--- config.mk ---
export PLATFORM = sky130hd
export DESIGN_NAME = json_string_escaper_with_budget_core
export DESIGN_NICKNAME = d
export VERILOG_FILES = /design/src/jsesc_pkg.sv /design/src/json_string_escaper_with_budget_core.sv /design/src/jsesc_front.sv /design/src/jsesc_fifo.sv /design/src/jsesc_back.sv
export SDC_FILE = /design/constraint.sdc
export NUM_CORES = 1
export LEC_CHECK = 0
export ABC_AREA = 1
export BUFFER_PORTS_ARGS = -buffer_cell sky130_fd_sc_hd__buf_2
export CAP_MARGIN = 20
export CORE_MARGIN = 3
export CORE_UTILIZATION = 50
export CTS_CLUSTER_SIZE = 28
export DETAILED_ROUTE_END_ITERATION = 8
export GPL_TIMING_DRIVEN = 0
export PLACE_DENSITY = 0.68
export REMOVE_ABC_BUFFERS = 1
export SLEW_MARGIN = 15
export SYNTH_ARGS = -nofsm -noshare
export SYNTH_HDL_FRONTEND = slang
export SYNTH_SLANG_ARGS = --single-unit
--- constraint.sdc ---
create_clock -name clk_i -period 4.7 [get_ports clk_i]
set_clock_uncertainty 0.15 [all_clocks]
set_input_delay 0.705 -clock clk_i [delete_from_list [all_inputs] [get_ports clk_i]]
set_output_delay 0.705 -clock clk_i [all_outputs]
set_load 0.02 [all_outputs]
--- src/jsesc_pkg.sv ---
`timescale 1ns / 1ps
// ----------------------------------------------------------------------------
// jsesc_pkg
// types and constants shared by the json string escaper front, queue and back
// ----------------------------------------------------------------------------
package jsesc_pkg;

  // saturation limit of the latched budget
  localparam logic [15:0] MaxBudget = 16'd255;

  localparam logic [7:0] QuoteChar  = 8'h22;
  localparam logic [7:0] BslashChar = 8'h5C;
  localparam logic [7:0] UChar      = 8'h75;
  localparam logic [7:0] ZeroChar   = 8'h30;
  localparam logic [7:0] CtrlLimit  = 8'h20;

  // escaped length of each content kind
  localparam logic [3:0] LenPlain = 4'd1;
  localparam logic [3:0] LenPair  = 4'd2;
  localparam logic [3:0] LenUni   = 4'd6;

  typedef enum logic [1:0] {
    CK_NONE  = 2'd0,
    CK_PLAIN = 2'd1,
    CK_PAIR  = 2'd2,
    CK_UNI   = 2'd3
  } content_kind_e;

  // one classified item as it travels from front to back
  typedef struct packed {
    logic          open_q;
    logic          close_q;
    content_kind_e kind;
    logic [7:0]    data;
  } desc_t;

  function automatic logic [7:0] hex_char(input logic [3:0] nib);
    logic [7:0] c;
    if (nib < 4'd10) begin
      c = ZeroChar + {4'd0, nib};
    end else begin
      c = 8'h61 + {4'd0, nib} - 8'd10;
    end
    return c;
  endfunction

  function automatic logic [3:0] kind_len(input content_kind_e k);
    logic [3:0] l;
    case (k)
      CK_PLAIN: l = LenPlain;
      CK_PAIR:  l = LenPair;
      CK_UNI:   l = LenUni;
      default:  l = 4'd0;
    endcase
    return l;
  endfunction

endpackage

--- src/json_string_escaper_with_budget_core.sv ---
`timescale 1ns / 1ps
// ----------------------------------------------------------------------------
// json_string_escaper_with_budget_core
// quotes and escapes a byte stream as a json string under a byte budget
// ----------------------------------------------------------------------------
//  channel   dir  tdata                          tuser                 tlast
//  s_axis    in   [7:0] ref_byte, [15:8] budget  [0] is_first,         is_last
//                                                [1] no_byte
//  m_axis    out  [7:0] out_byte                 [0] run_end           string_end
//
//  an input transaction is taken every cycle while the descriptor queue has room
//  the back sequencer sends one output byte per cycle while m_axis is ready; an item
//  yields 0, 1, 2 or 6 bytes of content plus its quotes, up to 8 bytes in all
//  items that yield nothing never reach the queue
//  reset clears the budget state, the queue pointers and count, and the output valid flag
//  a stalled m_axis holds its byte while the front keeps filling the queue
module json_string_escaper_with_budget_core #(
  parameter int unsigned FifoDepth = 4
) (
  input  logic        clk_i,
  input  logic        rst_ni,
  // input byte stream
  input  logic        s_axis_tvalid,
  output logic        s_axis_tready,
  input  logic [15:0] s_axis_tdata,   // [7:0] ref_byte, [15:8] budget
  input  logic [1:0]  s_axis_tuser,   // [0] is_first, [1] no_byte
  input  logic        s_axis_tlast,   // is_last
  // escaped output stream
  output logic        m_axis_tvalid,
  input  logic        m_axis_tready,
  output logic [7:0]  m_axis_tdata,   // [7:0] out_byte
  output logic [0:0]  m_axis_tuser,   // [0] run_end
  output logic        m_axis_tlast    // string_end
);
  import jsesc_pkg::*;

  // front to queue
  logic  push, full;
  desc_t push_desc;
  // queue to back
  logic  pop, empty;
  desc_t head_desc;

  // budget tracking and classification
  jsesc_front u_front (
    .clk_i      (clk_i),
    .rst_ni     (rst_ni),
    .in_valid_i (s_axis_tvalid),
    .in_ready_o (s_axis_tready),
    .ref_byte_i (s_axis_tdata[7:0]),
    .is_first_i (s_axis_tuser[0]),
    .is_last_i  (s_axis_tlast),
    .no_byte_i  (s_axis_tuser[1]),
    .budget_i   (s_axis_tdata[15:8]),
    .q_full_i   (full),
    .q_push_o   (push),
    .q_desc_o   (push_desc)
  );

  // decouples a burst of escape runs from the input side
  jsesc_fifo #(
    .Depth (FifoDepth)
  ) u_fifo (
    .clk_i   (clk_i),
    .rst_ni  (rst_ni),
    .push_i  (push),
    .wdata_i (push_desc),
    .full_o  (full),
    .pop_i   (pop),
    .rdata_o (head_desc),
    .empty_o (empty)
  );

  // byte sequencer with registered output
  jsesc_back u_back (
    .clk_i        (clk_i),
    .rst_ni       (rst_ni),
    .q_desc_i     (head_desc),
    .q_empty_i    (empty),
    .q_pop_o      (pop),
    .out_valid_o  (m_axis_tvalid),
    .out_ready_i  (m_axis_tready),
    .out_byte_o   (m_axis_tdata),
    .run_end_o    (m_axis_tuser[0]),
    .string_end_o (m_axis_tlast)
  );

`ifndef NO_ASSERTIONS
  // the front only pushes when the queue has room
  a_no_overflow: assert property (@(posedge clk_i) disable iff (!rst_ni)
    push |-> !full)
    else $error("descriptor pushed into a full queue");

  // the back only pops a present descriptor
  a_no_underflow: assert property (@(posedge clk_i) disable iff (!rst_ni)
    pop |-> !empty)
    else $error("descriptor popped from an empty queue");

  // a string start always reaches the queue with its opening quote
  a_first_pushed: assert property (@(posedge clk_i) disable iff (!rst_ni)
    (s_axis_tvalid && s_axis_tready && s_axis_tuser[0]) |-> (push && push_desc.open_q))
    else $error("string start lost its opening quote");

  // a closing quote always ends its item's run
  a_close_ends_run: assert property (@(posedge clk_i) disable iff (!rst_ni)
    (m_axis_tvalid && m_axis_tlast) |-> (m_axis_tuser[0] && m_axis_tdata == QuoteChar))
    else $error("closing quote without run end");
`endif

endmodule

--- src/jsesc_front.sv ---
`timescale 1ns / 1ps
// ----------------------------------------------------------------------------
// jsesc_front
// accepts input bytes, tracks the budget and classifies each byte's escape
// ----------------------------------------------------------------------------
module jsesc_front (
  input  logic                  clk_i,
  input  logic                  rst_ni,
  input  logic                  in_valid_i,
  output logic                  in_ready_o,
  input  logic [7:0]            ref_byte_i,
  input  logic                  is_first_i,
  input  logic                  is_last_i,
  input  logic                  no_byte_i,
  input  logic [7:0]            budget_i,
  input  logic                  q_full_i,
  output logic                  q_push_o,
  output jsesc_pkg::desc_t      q_desc_o
);
  import jsesc_pkg::*;

  logic [7:0] used_q, used_d;
  logic [7:0] budget_q, budget_d;
  logic       stopped_q, stopped_d;

  logic          accept;
  logic [7:0]    bud_sat, bud_eff, used_eff;
  logic          stop_eff, fits, emit;
  logic [3:0]    need;
  logic [8:0]    sum;
  content_kind_e kind_raw;

  assign accept     = in_valid_i && !q_full_i;
  assign in_ready_o = !q_full_i;

  always_comb begin
    if ((ref_byte_i == QuoteChar) || (ref_byte_i == BslashChar)) begin
      kind_raw = CK_PAIR;
    end else if (ref_byte_i < CtrlLimit) begin
      kind_raw = CK_UNI;
    end else begin
      kind_raw = CK_PLAIN;
    end
  end

  always_comb begin
    bud_sat  = ({8'd0, budget_i} > MaxBudget) ? MaxBudget[7:0] : budget_i;
    bud_eff  = is_first_i ? bud_sat : budget_q;
    used_eff = is_first_i ? 8'd0 : used_q;
    stop_eff = is_first_i ? 1'b0 : stopped_q;
    need     = kind_len(kind_raw);
    sum      = {1'b0, used_eff} + {5'd0, need};
    fits     = sum <= {1'b0, bud_eff};
    emit     = !no_byte_i && !stop_eff && fits;

    budget_d  = bud_eff;
    used_d    = emit ? sum[7:0] : used_eff;
    stopped_d = is_last_i || stop_eff || (!no_byte_i && !fits);

    q_desc_o.open_q  = is_first_i;
    q_desc_o.close_q = is_last_i;
    q_desc_o.kind    = emit ? kind_raw : CK_NONE;
    q_desc_o.data    = ref_byte_i;
    // items that give no result never enter the queue
    q_push_o = accept && (is_first_i || is_last_i || emit);
  end

  always_ff @(posedge clk_i or negedge rst_ni) begin
    if (!rst_ni) begin
      used_q    <= 8'd0;
      budget_q  <= 8'd0;
      stopped_q <= 1'b0;
    end else if (accept) begin
      used_q    <= used_d;
      budget_q  <= budget_d;
      stopped_q <= stopped_d;
    end
  end

endmodule

--- src/jsesc_fifo.sv ---
`timescale 1ns / 1ps
// ----------------------------------------------------------------------------
// jsesc_fifo
// short descriptor queue between front and back
// ----------------------------------------------------------------------------
module jsesc_fifo #(
  parameter int unsigned Depth = 4
) (
  input  logic             clk_i,
  input  logic             rst_ni,
  input  logic             push_i,
  input  jsesc_pkg::desc_t wdata_i,
  output logic             full_o,
  input  logic             pop_i,
  output jsesc_pkg::desc_t rdata_o,
  output logic             empty_o
);
  import jsesc_pkg::*;

  localparam int unsigned PtrW = (Depth > 1) ? $clog2(Depth) : 1;
  localparam int unsigned CntW = $clog2(Depth + 1);
  localparam logic [PtrW-1:0] LastPtr = PtrW'(Depth - 1);
  localparam logic [CntW-1:0] FullCnt = CntW'(Depth);

  desc_t           mem_q [Depth];
  logic [PtrW-1:0] wr_ptr_q, rd_ptr_q;
  logic [CntW-1:0] cnt_q;
  logic            do_push, do_pop;

  assign full_o  = cnt_q == FullCnt;
  assign empty_o = cnt_q == '0;
  assign rdata_o = mem_q[rd_ptr_q];
  assign do_push = push_i && !full_o;
  assign do_pop  = pop_i && !empty_o;

  always_ff @(posedge clk_i) begin
    if (do_push) begin
      mem_q[wr_ptr_q] <= wdata_i;
    end
  end

  always_ff @(posedge clk_i or negedge rst_ni) begin
    if (!rst_ni) begin
      wr_ptr_q <= '0;
      rd_ptr_q <= '0;
      cnt_q    <= '0;
    end else begin
      if (do_push) begin
        wr_ptr_q <= (wr_ptr_q == LastPtr) ? '0 : wr_ptr_q + 1'b1;
      end
      if (do_pop) begin
        rd_ptr_q <= (rd_ptr_q == LastPtr) ? '0 : rd_ptr_q + 1'b1;
      end
      if (do_push && !do_pop) begin
        cnt_q <= cnt_q + 1'b1;
      end else if (do_pop && !do_push) begin
        cnt_q <= cnt_q - 1'b1;
      end
    end
  end

endmodule

--- src/jsesc_back.sv ---
`timescale 1ns / 1ps
// ----------------------------------------------------------------------------
// jsesc_back
// walks each queued descriptor and emits its bytes one per cycle while the output is ready
// ----------------------------------------------------------------------------
module jsesc_back (
  input  logic             clk_i,
  input  logic             rst_ni,
  input  jsesc_pkg::desc_t q_desc_i,
  input  logic             q_empty_i,
  output logic             q_pop_o,
  output logic             out_valid_o,
  input  logic             out_ready_i,
  output logic [7:0]       out_byte_o,
  output logic             run_end_o,
  output logic             string_end_o
);
  import jsesc_pkg::*;

  logic [2:0] idx_q;
  logic       valid_q;
  logic [7:0] byte_q;
  logic       run_end_q, string_end_q;

  logic       load, take, last_pos, at_open;
  logic [3:0] len, total;
  logic [2:0] q;
  logic [7:0] content, cur_byte;

  assign load = !valid_q || out_ready_i;
  assign take = load && !q_empty_i;

  always_comb begin
    len      = kind_len(q_desc_i.kind);
    total    = {3'd0, q_desc_i.open_q} + len + {3'd0, q_desc_i.close_q};
    at_open  = q_desc_i.open_q && (idx_q == 3'd0);
    q        = idx_q - {2'd0, q_desc_i.open_q};
    last_pos = ({1'b0, idx_q} + 4'd1) == total;

    case (q_desc_i.kind)
      CK_PAIR: content = (q == 3'd0) ? BslashChar : q_desc_i.data;
      CK_UNI: begin
        case (q)
          3'd0:    content = BslashChar;
          3'd1:    content = UChar;
          3'd2:    content = ZeroChar;
          3'd3:    content = ZeroChar;
          3'd4:    content = hex_char(q_desc_i.data[7:4]);
          default: content = hex_char(q_desc_i.data[3:0]);
        endcase
      end
      default: content = q_desc_i.data;
    endcase

    if (at_open) begin
      cur_byte = QuoteChar;
    end else if ({1'b0, q} < len) begin
      cur_byte = content;
    end else begin
      cur_byte = QuoteChar;
    end
  end

  assign q_pop_o = take && last_pos;

  always_ff @(posedge clk_i or negedge rst_ni) begin
    if (!rst_ni) begin
      idx_q   <= 3'd0;
      valid_q <= 1'b0;
    end else if (load) begin
      valid_q <= take;
      if (take) begin
        idx_q <= last_pos ? 3'd0 : idx_q + 3'd1;
      end
    end
  end

  always_ff @(posedge clk_i) begin
    if (take) begin
      byte_q       <= cur_byte;
      run_end_q    <= last_pos;
      string_end_q <= last_pos && q_desc_i.close_q;
    end
  end

  assign out_valid_o  = valid_q;
  assign out_byte_o   = byte_q;
  assign run_end_o    = run_end_q;
  assign string_end_o = string_end_q;

endmodule

==> out/qor.txt <==
outcome: finished clean
Synth Cell Area: 0.00483 sq mm
Synth Area in Adders: 7.97%
Synth Area in Compound Gates: 6.89%
CTS root buffer: clkbuf_8
first-pass GRT wire length: 16.1 mm
critical path class: in -> reg
clock share of power: 14.9%
Post-synth EDFFs: 58
Primary FF master, synth: edfxtp_1
Yosys cell types: 41
Power, Total: 3.96 mW
core area: 0.00933 sq mm
CP Launch Point: s_axis_tdata[3]
ratio of cells with drive above 1 in the final layout: 22.7%
hpwl dp: 6.63 mm
Synth area leader: edfxtp_1
Slew HR: 31.6%
Area growth, synth to finish: 17.4%
GR Overflow Total: 0
Pint: 2.20 mW
Worst Path Max Fanout: 6
Rows: 35
Syn Inst Count: 526
CTS tree: built
Worst Path Required: 4790 ps
Top Ports: 35
Sw Ratio: 44.5%
TritonCTS Buffers: 9
Die W: 104 um
CTS clk-pin slew, worst paths: 90 ps
GRT Total Usage: 18.1%
mux contribution to synthesized area: 1.45%
Worst Setup End Kind: flip-flop
Final WS setup: 97.8 ps
R2R Setup Slk: 380 ps
Mapped Avg Cell Area: 9.19 sq um
Lkg Pwr: 2.61 nW
Worst Hold Class: in -> async
slowest stage delay, CP: 420 ps
max-cap violations: 0
slowest CP cell: fa_2
Slew Limit Fails: 0
ANT cells: 0
FF-to-FF Start: u_fifo.rd_ptr_q[0]
reg2reg end: u_fifo.cnt_q[1]
DRT antenna net count: 0
H-tree depth: 3
Via Count: 3,693
Startpoint Class: input port
Switch Pwr: 1.76 mW
setup_tns: 0 ps
Initial Util: 51.8%
largest family of logic cells by synthesized area: simple AND/OR/NAND/NOR gates
f_max: 217 MHz
dpl ws: -1480 ps
Max IR drop VDD: 427 uV
Logic pwr share: 53.7%
Nets: 629
unrepaired setup endpoints after global routing: yes
register area share after synthesis: 50.5%
DIE AREA: 0.0109 sq mm
DP Cell Count: 680
register bit total from synthesis: 86
xor-xnor portion of the synthesized cell area: 2.15%
synth warn: 0
DRC viols: 0
Worst-Margin Slew: 1030 ps
Most Frequent Cell on Critical Path: inv_2
fin crit share: 97.9%
synth top area cells: edfxtp_1 (36%), dfrtp_1 (14%), nand2_1 (11%)
Non-Filler Instances: 711
initial antenna violation count: 0
Final Hold Fails: 0
Flop pwr share: 31.3%
CP arrival: 4690 ps
largest net degree at the start of global routing: 29
vias in the first global route: 3,463
Final min period: 4600 ps
vias per cell: 5.19
Port Buffers: 34
Routed WL per cell: 13.7 um
final WL: 9.74 mm
final setup vio count: 0
die height: 104 um
Power Density: 698 mW/mm^2
Iter 0 DRT Violations: 146
CTS Buffer Depth: 2
CP Capture Point: u_fifo.cnt_q[2]
CTS sink cnt: 86
post-synth top area share: 36.0%
Area after DPL: 0.00511 sq mm
Async SR Flop Fraction: 32.6%
Skew-Pair Late Insertion Delay: 360 ps
Post-Synth Simple-Gate Area: 24.0%
Pre-antenna DRT Iters: 4
fin area: 0.00568 sq mm
GP Congestion: 0.860
FF-to-FF path depth: 17
how the worst min path moves through the flow:
stage | start | endpoint | depth (start not counted)
finish | rst_ni | u_front.used_q[2] | 1
global route | rst_ni | u_back.out_valid_o | 1
CTS | rst_ni | u_front.budget_q[0] | 1
detailed placement | u_front.used_q[0] | u_front.used_q[0] | 2
global placement | u_front.used_q[5] | u_front.used_q[5] | 2
floorplan | rst_ni | u_back.idx_q[0] | 0
placed cells by master (no fill, tap or decap), types with 2 or more instances in the layout:
cell type,instances
bufinv_16,2
inv_2,11
xnor2_2,2
or2_2,3
nand3_1,39
nand2_1,135
nand2_4,7
o211ai_1,2
a21oi_1,14
nand4_1,10
nor3_2,2
inv_6,3
mux2i_1,7
buf_6,3
edfxtp_1,58
xnor2_1,5
xor2_1,4
ha_1,22
nor2_4,3
o22ai_1,5
nor2_1,35
dfrtp_1,28
fa_2,2
o21ai_1,6
nand2_2,9
inv_8,2
nand3_2,4
buf_2,32
inv_1,52
o21ai_2,2
a21oi_4,2
nor2_8,2
o21ai_0,19
a21oi_2,2
ha_4,4
buf_4,16
clkbuf_8,9
nor3_1,3
sequential cells by signal, summed over array words and instances (netlist names), 2 cells and up:
name / count
u_fifo.wr_ptr_q: 2
u_fifo.cnt_q: 3
u_back.idx_q: 3
u_fifo.rd_ptr_q: 2
u_fifo.mem_q: 48
u_front.used_q: 8
u_back.out_byte_o: 8
u_front.budget_q: 8
cell families after synthesis:
logic type	Yosys count
simple gates	258
flops	86
buf+inv	77
compound gates	58
fa+ha+maj	29
xor+xnor	11
mux	7
metal layers:
layer	up-vias	global-route usage (%)	routed length, um
li1	1859	-	-
met1	1747	24.6	4630
met2	73	29.7	4670
met3	14	3.41	328
met4	0	5.41	119
met5	-	0	0
stage by stage:
step | hold slack (ps) | util (%)
global placement | 312 | 54.4
global route | 249 | 60.8
finish | 219 | 60.8
CTS | 231 | 57.9
floorplan | 259 | -
detailed placement | 315 | 54.8
critical path, delay by kind of cell:
kind                       cells  cell delay, ps
and+or+nand+nor               13            1250
AOI/OAI and AO/OA              6             930
buffers and inverters          6             510
adders and majority gates      4            1150
xor gates and xnor gates       1             140
area by class of cell:
cell class	instances	area, sq um
fill	776	3650
sequential	86	2440
tap	129	161
clock inverter	7	105
clock buffer	9	124
multi-input combinational	363	2260
inverter	65	256
timing repair buffer	52	322
what timing repair did:
item,in CTS,in global routing
buffers inserted,2,13
endpoints found under the setup margin,53,50
resized for setup,12,44
pin swaps,2,13
hold buffers,0,0
hold endpoints to repair,0,0
power groups by stage:
| stage | combinational (mW) | sequential, mW | clock [mW] |
|---|---|---|---|
| 2_1_floorplan | 1.47 | 1.28 | 0 |
| 3_3_place_gp | 1.86 | 1.25 | 0 |
| 3_5_place_dp | 1.94 | 1.25 | 0 |
| 4_1_cts | 1.97 | 1.24 | 0.601 |
| 5_1_grt | 2.42 | 1.27 | 0.638 |
| 6_report | 2.13 | 1.24 | 0.592 |
cells in the mapped netlist, types with 2 or more instances:
| library cell | instances |
|---|---|
| a21oi_1 | 17 |
| buf_2 | 2 |
| buf_6 | 5 |
| clkbuf_1 | 3 |
| dfrtp_1 | 28 |
| edfxtp_1 | 58 |
| fa_1 | 3 |
| ha_1 | 26 |
| inv_1 | 59 |
| inv_2 | 5 |
| mux2i_1 | 7 |
| nand2_1 | 142 |
| nand2_2 | 7 |
| nand2_4 | 3 |
| nand3_1 | 41 |
| nand3_2 | 3 |
| nand4_1 | 10 |
| nor2_1 | 39 |
| nor2_8 | 2 |
| nor3_1 | 5 |
| o211ai_1 | 2 |
| o21ai_0 | 21 |
| o21ai_1 | 6 |
| o22ai_1 | 5 |
| or2_2 | 3 |
| xnor2_1 | 6 |
| xor2_1 | 4 |
Note: power is estimated with default switching activity, not from simulation.
